==> src/rtl/spq_pkg.sv <==
`timescale 1ns / 1ps
`default_nettype none
// ----------------------------------------------------------------------------
// Stable priority queue package
// Shared types and codes for the controller, the datapath and the checker.
// ----------------------------------------------------------------------------
package spq_pkg;

  localparam int ValueW = 32;
  localparam int PrioW  = 8;

  // Operation codes carried in the command field of an input word.
  localparam logic CMD_ENQUEUE = 1'b0;
  localparam logic CMD_DEQUEUE = 1'b1;

  typedef enum logic [1:0] {
    ERR_OK    = 2'd0,
    ERR_EMPTY = 2'd1,
    ERR_FULL  = 2'd2
  } err_t;

  // Commands from the controller to the datapath.
  typedef struct packed {
    logic capture;
    logic execute;
  } ctrl_cmd_t;

endpackage
`default_nettype wire

==> src/rtl/spq_ctrl.sv <==
`timescale 1ns / 1ps
`default_nettype none
// ----------------------------------------------------------------------------
// Stable priority queue controller
// Two-state sequencer: captures an accepted word, then runs the update and
// raises the result strobe in the following cycle.
// ----------------------------------------------------------------------------
module spq_ctrl (
  input  wire logic               clk,
  input  wire logic               rst_n,
  input  wire logic               start,
  output logic                    busy,
  output logic                    out_valid,
  output spq_pkg::ctrl_cmd_t      cmd
);

  typedef enum logic {
    S_IDLE,
    S_EXEC
  } state_t;

  state_t state_r;
  logic   out_valid_r;

  always_ff @(posedge clk) begin
    if (!rst_n) begin
      state_r     <= S_IDLE;
      out_valid_r <= 1'b0;
    end else begin
      case (state_r)
        S_IDLE: begin
          out_valid_r <= 1'b0;
          if (start) begin
            state_r <= S_EXEC;
          end
        end
        S_EXEC: begin
          out_valid_r <= 1'b1;
          state_r     <= S_IDLE;
        end
        default: begin
          out_valid_r <= 1'b0;
          state_r     <= S_IDLE;
        end
      endcase
    end
  end

  assign busy        = (state_r == S_EXEC);
  assign out_valid   = out_valid_r;
  assign cmd.capture = (state_r == S_IDLE) && start;
  assign cmd.execute = (state_r == S_EXEC);

endmodule
`default_nettype wire

==> src/rtl/spq_datapath.sv <==
`timescale 1ns / 1ps
`default_nettype none
// ----------------------------------------------------------------------------
// Stable priority queue datapath
// A row of sorted entry registers with one priority comparator per entry;
// insert shifts the entries behind the new word; remove shifts the whole row.
// ----------------------------------------------------------------------------
module spq_datapath #(
  parameter int DEPTH = 16
) (
  input  wire logic                        clk,
  input  wire logic                        rst_n,
  input  wire spq_pkg::ctrl_cmd_t          cmd,
  input  wire logic                        in_command,
  input  wire logic [spq_pkg::ValueW-1:0]  in_data_value,
  input  wire logic [spq_pkg::PrioW-1:0]   in_priority_level,
  output logic [spq_pkg::ValueW-1:0]       out_front_value,
  output logic                             out_is_empty,
  output logic                             out_is_full,
  output logic [1:0]                       out_error_code
);

  localparam int CntW = $clog2(DEPTH + 1);
  localparam logic [CntW-1:0] CntFull = CntW'(DEPTH);

  // Captured input word.
  logic                        command_r;
  logic [spq_pkg::ValueW-1:0]  value_r;
  logic [spq_pkg::PrioW-1:0]   prio_r;

  logic [spq_pkg::ValueW-1:0]  val_r   [DEPTH];
  logic [spq_pkg::PrioW-1:0]   pri_r   [DEPTH];
  logic [spq_pkg::ValueW-1:0]  val_nxt [DEPTH];
  logic [spq_pkg::PrioW-1:0]   pri_nxt [DEPTH];
  logic [CntW-1:0]             count_r;
  logic [CntW-1:0]             count_nxt;
  logic [DEPTH-1:0]            ge;
  spq_pkg::err_t               err_nxt;

  logic [spq_pkg::ValueW-1:0]  front_r;
  logic                        empty_r;
  logic                        full_r;
  logic [1:0]                  err_r;

  // Entries are sorted, so ge is a thermometer: ones for every valid entry
  // that stays ahead of the new word.
  always_comb begin
    for (int i = 0; i < DEPTH; i++) begin
      ge[i] = (CntW'(i) < count_r) && (pri_r[i] >= prio_r);
    end
  end

  always_comb begin
    count_nxt = count_r;
    err_nxt   = spq_pkg::ERR_OK;
    for (int i = 0; i < DEPTH; i++) begin
      val_nxt[i] = val_r[i];
      pri_nxt[i] = pri_r[i];
    end
    if (command_r == spq_pkg::CMD_ENQUEUE) begin
      if (count_r == CntFull) begin
        err_nxt = spq_pkg::ERR_FULL;
      end else begin
        count_nxt = count_r + 1'b1;
        if (!ge[0]) begin
          val_nxt[0] = value_r;
          pri_nxt[0] = prio_r;
        end
        for (int i = 1; i < DEPTH; i++) begin
          if (!ge[i]) begin
            if (ge[i-1]) begin
              val_nxt[i] = value_r;
              pri_nxt[i] = prio_r;
            end else begin
              val_nxt[i] = val_r[i-1];
              pri_nxt[i] = pri_r[i-1];
            end
          end
        end
      end
    end else begin
      if (count_r == '0) begin
        err_nxt = spq_pkg::ERR_EMPTY;
      end else begin
        count_nxt = count_r - 1'b1;
        for (int i = 0; i < DEPTH - 1; i++) begin
          val_nxt[i] = val_r[i+1];
          pri_nxt[i] = pri_r[i+1];
        end
      end
    end
  end

  always_ff @(posedge clk) begin
    if (cmd.capture) begin
      command_r <= in_command;
      value_r   <= in_data_value;
      prio_r    <= in_priority_level;
    end
    if (cmd.execute) begin
      for (int i = 0; i < DEPTH; i++) begin
        val_r[i] <= val_nxt[i];
        pri_r[i] <= pri_nxt[i];
      end
      front_r <= (count_nxt == '0) ? '1 : val_nxt[0];
      empty_r <= (count_nxt == '0);
      full_r  <= (count_nxt == CntFull);
      err_r   <= err_nxt;
    end
  end

  always_ff @(posedge clk) begin
    if (!rst_n) begin
      count_r <= '0;
    end else if (cmd.execute) begin
      count_r <= count_nxt;
    end
  end

  assign out_front_value = front_r;
  assign out_is_empty    = empty_r;
  assign out_is_full     = full_r;
  assign out_error_code  = err_r;

endmodule
`default_nettype wire

==> src/rtl/stable_priority_queue.sv <==
`timescale 1ns / 1ps
`default_nettype none
// ----------------------------------------------------------------------------
// Stable priority queue
// Bounded queue of DEPTH entries sorted by priority, first in first out among
// equal priorities.
// ----------------------------------------------------------------------------
// A word is taken when start is high and busy is low. Every word is first
// captured, then goes through the parallel compare and shift of the
// entry row. Its result appears in the cycle right after that with out_valid
// high for exactly one cycle and must be taken then, since the receiver cannot
// stall. busy is already low in that cycle, so a new word may start while
// that result is shown. An empty queue reports a front value of all ones.
module stable_priority_queue #(
  parameter int DEPTH = 16
) (
  input  wire logic         clk,
  input  wire logic         rst_n,
  input  wire logic         start,
  output logic              busy,
  input  wire logic         in_command,
  input  wire logic [31:0]  in_data_value,
  input  wire logic [7:0]   in_priority_level,
  output logic              out_valid,
  output logic [31:0]       out_front_value,
  output logic              out_is_empty,
  output logic              out_is_full,
  output logic [1:0]        out_error_code
);

  spq_pkg::ctrl_cmd_t  cmd;

  spq_ctrl u_ctrl (
    .clk       (clk),
    .rst_n     (rst_n),
    .start     (start),
    .busy      (busy),
    .out_valid (out_valid),
    .cmd       (cmd)
  );

  spq_datapath #(
    .DEPTH (DEPTH)
  ) u_datapath (
    .clk               (clk),
    .rst_n             (rst_n),
    .cmd               (cmd),
    .in_command        (in_command),
    .in_data_value     (in_data_value),
    .in_priority_level (in_priority_level),
    .out_front_value   (out_front_value),
    .out_is_empty      (out_is_empty),
    .out_is_full       (out_is_full),
    .out_error_code    (out_error_code)
  );

endmodule
`default_nettype wire

==> config.mk <==
export PLATFORM = sky130hd
export DESIGN_NAME = stable_priority_queue
export DESIGN_NICKNAME = d
export VERILOG_FILES = /design/src/rtl/spq_pkg.sv /design/src/rtl/spq_ctrl.sv /design/src/rtl/spq_datapath.sv /design/src/rtl/stable_priority_queue.sv
export SDC_FILE = /design/constraint.sdc
export NUM_CORES = 2
export LEC_CHECK = 0
export BUFFER_PORTS_ARGS = -buffer_cell sky130_fd_sc_hd__clkbuf_2
export CORE_MARGIN = 2
export CORE_UTILIZATION = 30
export DETAILED_ROUTE_END_ITERATION = 8
export HOLD_SLACK_MARGIN = 0.05
export SKIP_LAST_GASP = 1
export SYNTH_ARGS = -nofsm -noshare
export SYNTH_HDL_FRONTEND = slang
export SYNTH_SLANG_ARGS = --single-unit
==> constraint.sdc <==
create_clock -name clk -period 7.5 [get_ports clk]
set_clock_uncertainty 0.15 [all_clocks]
set_input_delay 1.5 -clock clk [delete_from_list [all_inputs] [get_ports clk]]
set_output_delay 1.5 -clock clk [all_outputs]
set_load 0.05 [all_outputs]
; ---- Word-level counts from Yosys, hierarchy flattened
; Memory sizes are Yosys's and may differ from the RTL's.
; Cells that the tools add are included.
[totals]
elab_cells = 149
input_bits = 44
n_memories = 2
output_inout_bits = 38
mem_bits_rw = 640
register_bits = 84
[classes]
reduce_logical = 19
bitwise_logic = 1
mux = 81
n_eq_ne = 2
n_addsub = 2
n_lt_le_gt_ge = 32
[memory_table]
columns = name, words, width, read_ports, rd_ports_with_merged_regs, write_ports, line
row1 = u_datapath.val_r, 16, 32, 16, 0, 16, spq_datapath.sv:31  ; logic [spq_pkg::ValueW-1:0] val_r [DEPTH];
row2 = u_datapath.pri_r, 16, 8, 16, 0, 16, spq_datapath.sv:32  ; logic [spq_pkg::PrioW-1:0] pri_r [DEPTH];
[ops]
columns = op, count
row1 = 32-bit 2-to-1 mux, 32
row2 = 480-bit 2-to-1 mux, 2
row3 = 512-bit 2-to-1 mux, 1
row4 = 8-bit 2-to-1 mux, 32
row5 = 120-bit 2-to-1 mux, 2
row6 = 8-bit >= comparator, 16
row7 = 128-bit 2-to-1 mux, 1
row8 = "4-bit by 5-bit < comparator with 1-bit output, first input constant", 8
row9 = "3-bit by 5-bit < comparator with 1-bit output, first input constant", 4
row10 = 1-bit logical AND, 17
row11 = 5-bit 2-to-1 mux, 3
row12 = "5-bit equality test, second input constant", 2
row13 = 5-bit zero test, 2
row14 = "1-bit by 5-bit < comparator with 1-bit output, first input constant", 2
row15 = "2-bit by 5-bit < comparator with 1-bit output, first input constant", 2
row16 = "5-bit by 1-bit adder with 5-bit output, second input constant", 1
row17 = "5-bit by 1-bit subtractor with 5-bit output, second input constant", 1
row18 = 1-bit 2-to-1 mux, 4
row19 = 2-bit 2-to-1 mux, 2
row20 = 1-bit one-hot mux with 2 select lines, 2
row21 = 1-bit inverter, 1

; ---- Depth between registers and ports, before layout
; An unclocked memory read counts as a cell.
[logic_depth]
word_depth = 7
mapped_depth = 11
ltp_nobuf = 7

; ---- Modules after synthesis
; A second synthesis with hierarchy kept.
[hier_totals]
hier_cells = 4030
hier_area_um2 = 42022.8
[by_module_without_submodules]
columns = mod, cells_per_inst, instances, seq_area_each_um2, area_per_inst_um2
row1 = spq_datapath, 4024, 1, 21630.7, 41949.0
row2 = spq_ctrl, 6, 1, 40.0, 73.8

; ---- Worst setup path before layout
; Ideal clock, no wire load.
[synth_path]
path_kind = register -> register
start = register u_ctrl.state_r, in the netlist u_ctrl.busy
end = memory u_datapath.pri_r[1][56] in the netlist's numbering (enable)
synth_period_minus_slack_ns = 6.267
arrival_time_ns = 5.619
setup_ns = 0.498
path_stages_with_launch = 4
slack_ns = 1.233
required_time_ns = 6.852
path_buffers = 1
cell_sequence = dfxtp_1 > clkbuf_1 > o21ai_0 > a211oi_1
[synth_rtl]
columns = element, line
row1 = from (decl), spq_ctrl.sv:22  ; state_t state_r;
row2 = from (signal assigned), spq_ctrl.sv:27  ; state_r <= S_IDLE;
row3 = from (signal assigned), spq_ctrl.sv:34  ; state_r <= S_EXEC;
row4 = from (signal assigned), spq_ctrl.sv:39  ; state_r <= S_IDLE;
row5 = to (decl), spq_datapath.sv:32

==> results.py <==
metrics = {
    "cts": {
        "ctsResizeCount": 0,
        "cts-root-buf": "clkbuf_16",
        "holdBufCountCts": 0,
        "h-tree-depth": 3,
        "cts_tree": "yes",
        "clock_latency_ns": 0.68,
        "cts_made_buffers": 79,
        "cts_sinks": 724,
        "clkTransAtPathRegs_ns": 0.06,
        "post-cts-setup-buffers": 0,
        "clock_path_buffers": 3,
    },
    "final_layout": {
        "synthToLayoutAreaGrowth_pct": 10.83,
        "diodes": 0,
        "final_common_cell": "nand3_1",
        "n_fill_cell": 14010,
        "layout-drive-gt1-share_pct": 10.72,
        "final_cell_mix": "nand3_1, edfxtp_1, a32oi_1",
        "nets": 3967,
    },
    "logic_synthesis": {
        "synth_cell_types": 61,
        "synth.largest_area_cell": "edfxtp_1",
        "syn_area_um2": 42200,
        "ys_seq_area_share_pct": 51.35,
        "ys_warn_count": 0,
        "syn-instance-count": 4031,
        "synth_edf_count": 717,
        "ys_ff_latch": 724,
        "dominantRegCellSynth": "edfxtp_1",
        "synthArstFlopShare_pct": 0,
        "synth_nets": 4207,
        "syn_area_per_cell_um2": 10.47,
        "synth.area.top_cells": "edfxtp_1, nand3_1, a32oi_1",
        "synth_top_cell_area_share_pct": 51.02,
    },
    "floorplan": {
        "die-area_um2": 143700,
        "die_y_um": 379.1,
        "start_util_pct": 30.24,
        "pin_count": 82,
        "core_um2": 139500,
        "die_w_um": 379.1,
        "rows": 137,
    },
    "power": {
        "p_per_area_nw_per_um2": 239.6,
        "fin_total_pwr_mw": 11.21,
        "ir_drop_uv": 150.5,
        "p_leak_nw": 15.19,
    },
    "grt": {
        "gr-total-overflow": 0,
        "gr-usage-all-layers_pct": 19.18,
        "grt_max_degree": 195,
        "grt_pass1_vias": 34710,
        "grt_pass1_wl_mm": 216.8,
        "antenna_found_initial": 0,
    },
    "setup_path": {
        "crit_buf_inv": 2,
        "cp_slowest_cell": "o21a_2",
        "worstSetupStartpointType": "flip-flop",
        "worstPathRequired_ns": 7.64,
        "cp_max_fo": 41,
        "endpoint_kind": "flip-flop",
        "critPathTopFamily": "compound AO/OA/AOI/OAI gates",
        "max_stage_delay_ns": 0.96,
        "criticalPathCategory": "flip-flop to flip-flop",
        "arrival_ns": 4.95,
        "cp_cell_sequence": "inv_1 > ha_1 > o21ai_0 > nor2_1 > o21bai_2 > buf_4 > and2_4 > o21a_2",
    },
    "sta": {
        "maxSlewViolCount": 0,
        "fmax_mhz": 207.6,
        "hold_viol": 0,
        "period_needed_ns": 4.817,
        "fin_crit_sh_pct": 64.22,
        "slew_headroom_pct": 12.38,
        "whs_ns": 0.4003,
        "grt_setup_unrepaired": "no",
        "setup_viol": 0,
        "tns_ns": 0,
        "tightest_slew_ns": 1.314,
    },
    "run_status": {
        "status": "finished, final reports clean",
    },
    "drt": {
        "finalWirelength_mm": 142.4,
        "post-route-drc-count": 0,
        "post_drt_wl_per_cell_um": 24.86,
        "via_per_inst": 6.303,
        "antenna_left": 0,
        "vias": 36110,
        "drt_iter0_drc": 4597,
        "dr.pass1.iters": 6,
    },
    "placement": {
        "gp_congestion": 0.8243,
        "place_hpwl_mm": 90.58,
        "portBuffers": 81,
    },
    "flow_run": {
        "max_cap_violations": 0,
    },
    "worst_hold_path": {
        "hp-class": "flip-flop to flip-flop",
    },
}
## state kept, by name (all words and copies together), names as in the netlist
signal,flops
u_datapath.out_is_empty,1
u_ctrl.busy,1
u_datapath.count_r,5
u_datapath.out_is_full,1
u_datapath.out_front_value,32
u_datapath.command_r,1
u_datapath.val_r,512
u_datapath.out_error_code,2
u_datapath.pri_r,128
u_datapath.value_r,32
u_ctrl.out_valid,1
u_datapath.prio_r,8
## final cells by class
| type | count | area, um^2 | share of cell area, % |
|---|---|---|---|
| clock buffers | 102 | 2200 | 4.703 |
| clock inverters | 41 | 409.1 | 0.8748 |
| inverters | 34 | 127.6 | 0.2729 |
| multi-input cells | 2789 | 18900 | 40.42 |
| flip-flops and latches | 724 | 21670 | 46.34 |
| well taps | 1876 | 2347 | 5.019 |
| repair buffers | 163 | 1109 | 2.370 |
## power breakdown
group          internal [mW]  total, mW  switching [mW]
Clock                   2.34       4.08            1.74
Combinational          0.625       2.07            1.45
Sequential              4.83       5.05           0.221
## per-stage QoR
stage          setup WS (ns)  util (%)  std cells  instance area [um^2]
5_1_grt                2.549     33.52       5729                 46770
2_1_floorplan          1.233         -       4031                 42200
3_3_place_gp           2.903     31.65       5586                 44160
3_5_place_dp           2.786     31.65       5586                 44160
4_1_cts                2.784     33.52       5729                 46770
6_report               2.683     33.52       5729                 46770
## worst register-to-register path, delay by kind of cell, from the launching register on
kind / cells / cell delay [ns]
AOI/OAI and AO/OA: 3 / 1.30
adders and majority gates: 1 / 0.40
buffers and inverters: 2 / 1.17
DFF: 1 / 0.55
and+or+nand+nor: 2 / 0.82
## final timing paths
path	from	end	slack [ns]	cells past startpoint
max	u_datapath.prio_r[6]$_DFFE_PP_	u_datapath.val_r[1][14]$_DFFE_PP_	2.68	8
min	u_datapath.val_r[1][229]$_DFFE_PP_	u_datapath.val_r[1][197]$_DFFE_PP_	0.40	2
max reg2reg	u_datapath.prio_r[6]$_DFFE_PP_	u_datapath.val_r[1][14]$_DFFE_PP_	2.68	8
min reg2reg	u_datapath.val_r[1][229]$_DFFE_PP_	u_datapath.val_r[1][197]$_DFFE_PP_	0.40	2
## cells in the mapped netlist, types with 39 or more instances
cell type / count
a32oi_1: 320
nand4_1: 98
o211ai_1: 147
mux2_2: 41
a22oi_1: 160
nand2_1: 148
o211ai_2: 39
ha_1: 132
nand3_1: 1056
edfxtp_1: 717
or3_1: 224
o311ai_0: 61
clkbuf_1: 426
## logic make-up after synthesis
| group | count (synthesis) | share of synthesized area [%] |
|---|---|---|
| simple gates | 1749 | 22.03 |
| compound gates | 864 | 16.79 |
| flops | 724 | 51.35 |
| xor+xnor | 2 | 0.04152 |
| buf+inv | 518 | 4.756 |
| mux | 42 | 1.118 |
| fa+ha+maj | 132 | 3.914 |
## routing by layer
metal	track usage, %	part of all wire, %	up-vias	routed length (um)
met5	0	0	-	0
met4	6.866	3.5	0	4961
met3	2.487	6.3	291	8986
met2	32.44	49	1707	70380
met1	25.03	41	18260	58100
li1	-	-	15860	-
(Power assumes the default switching activity.)
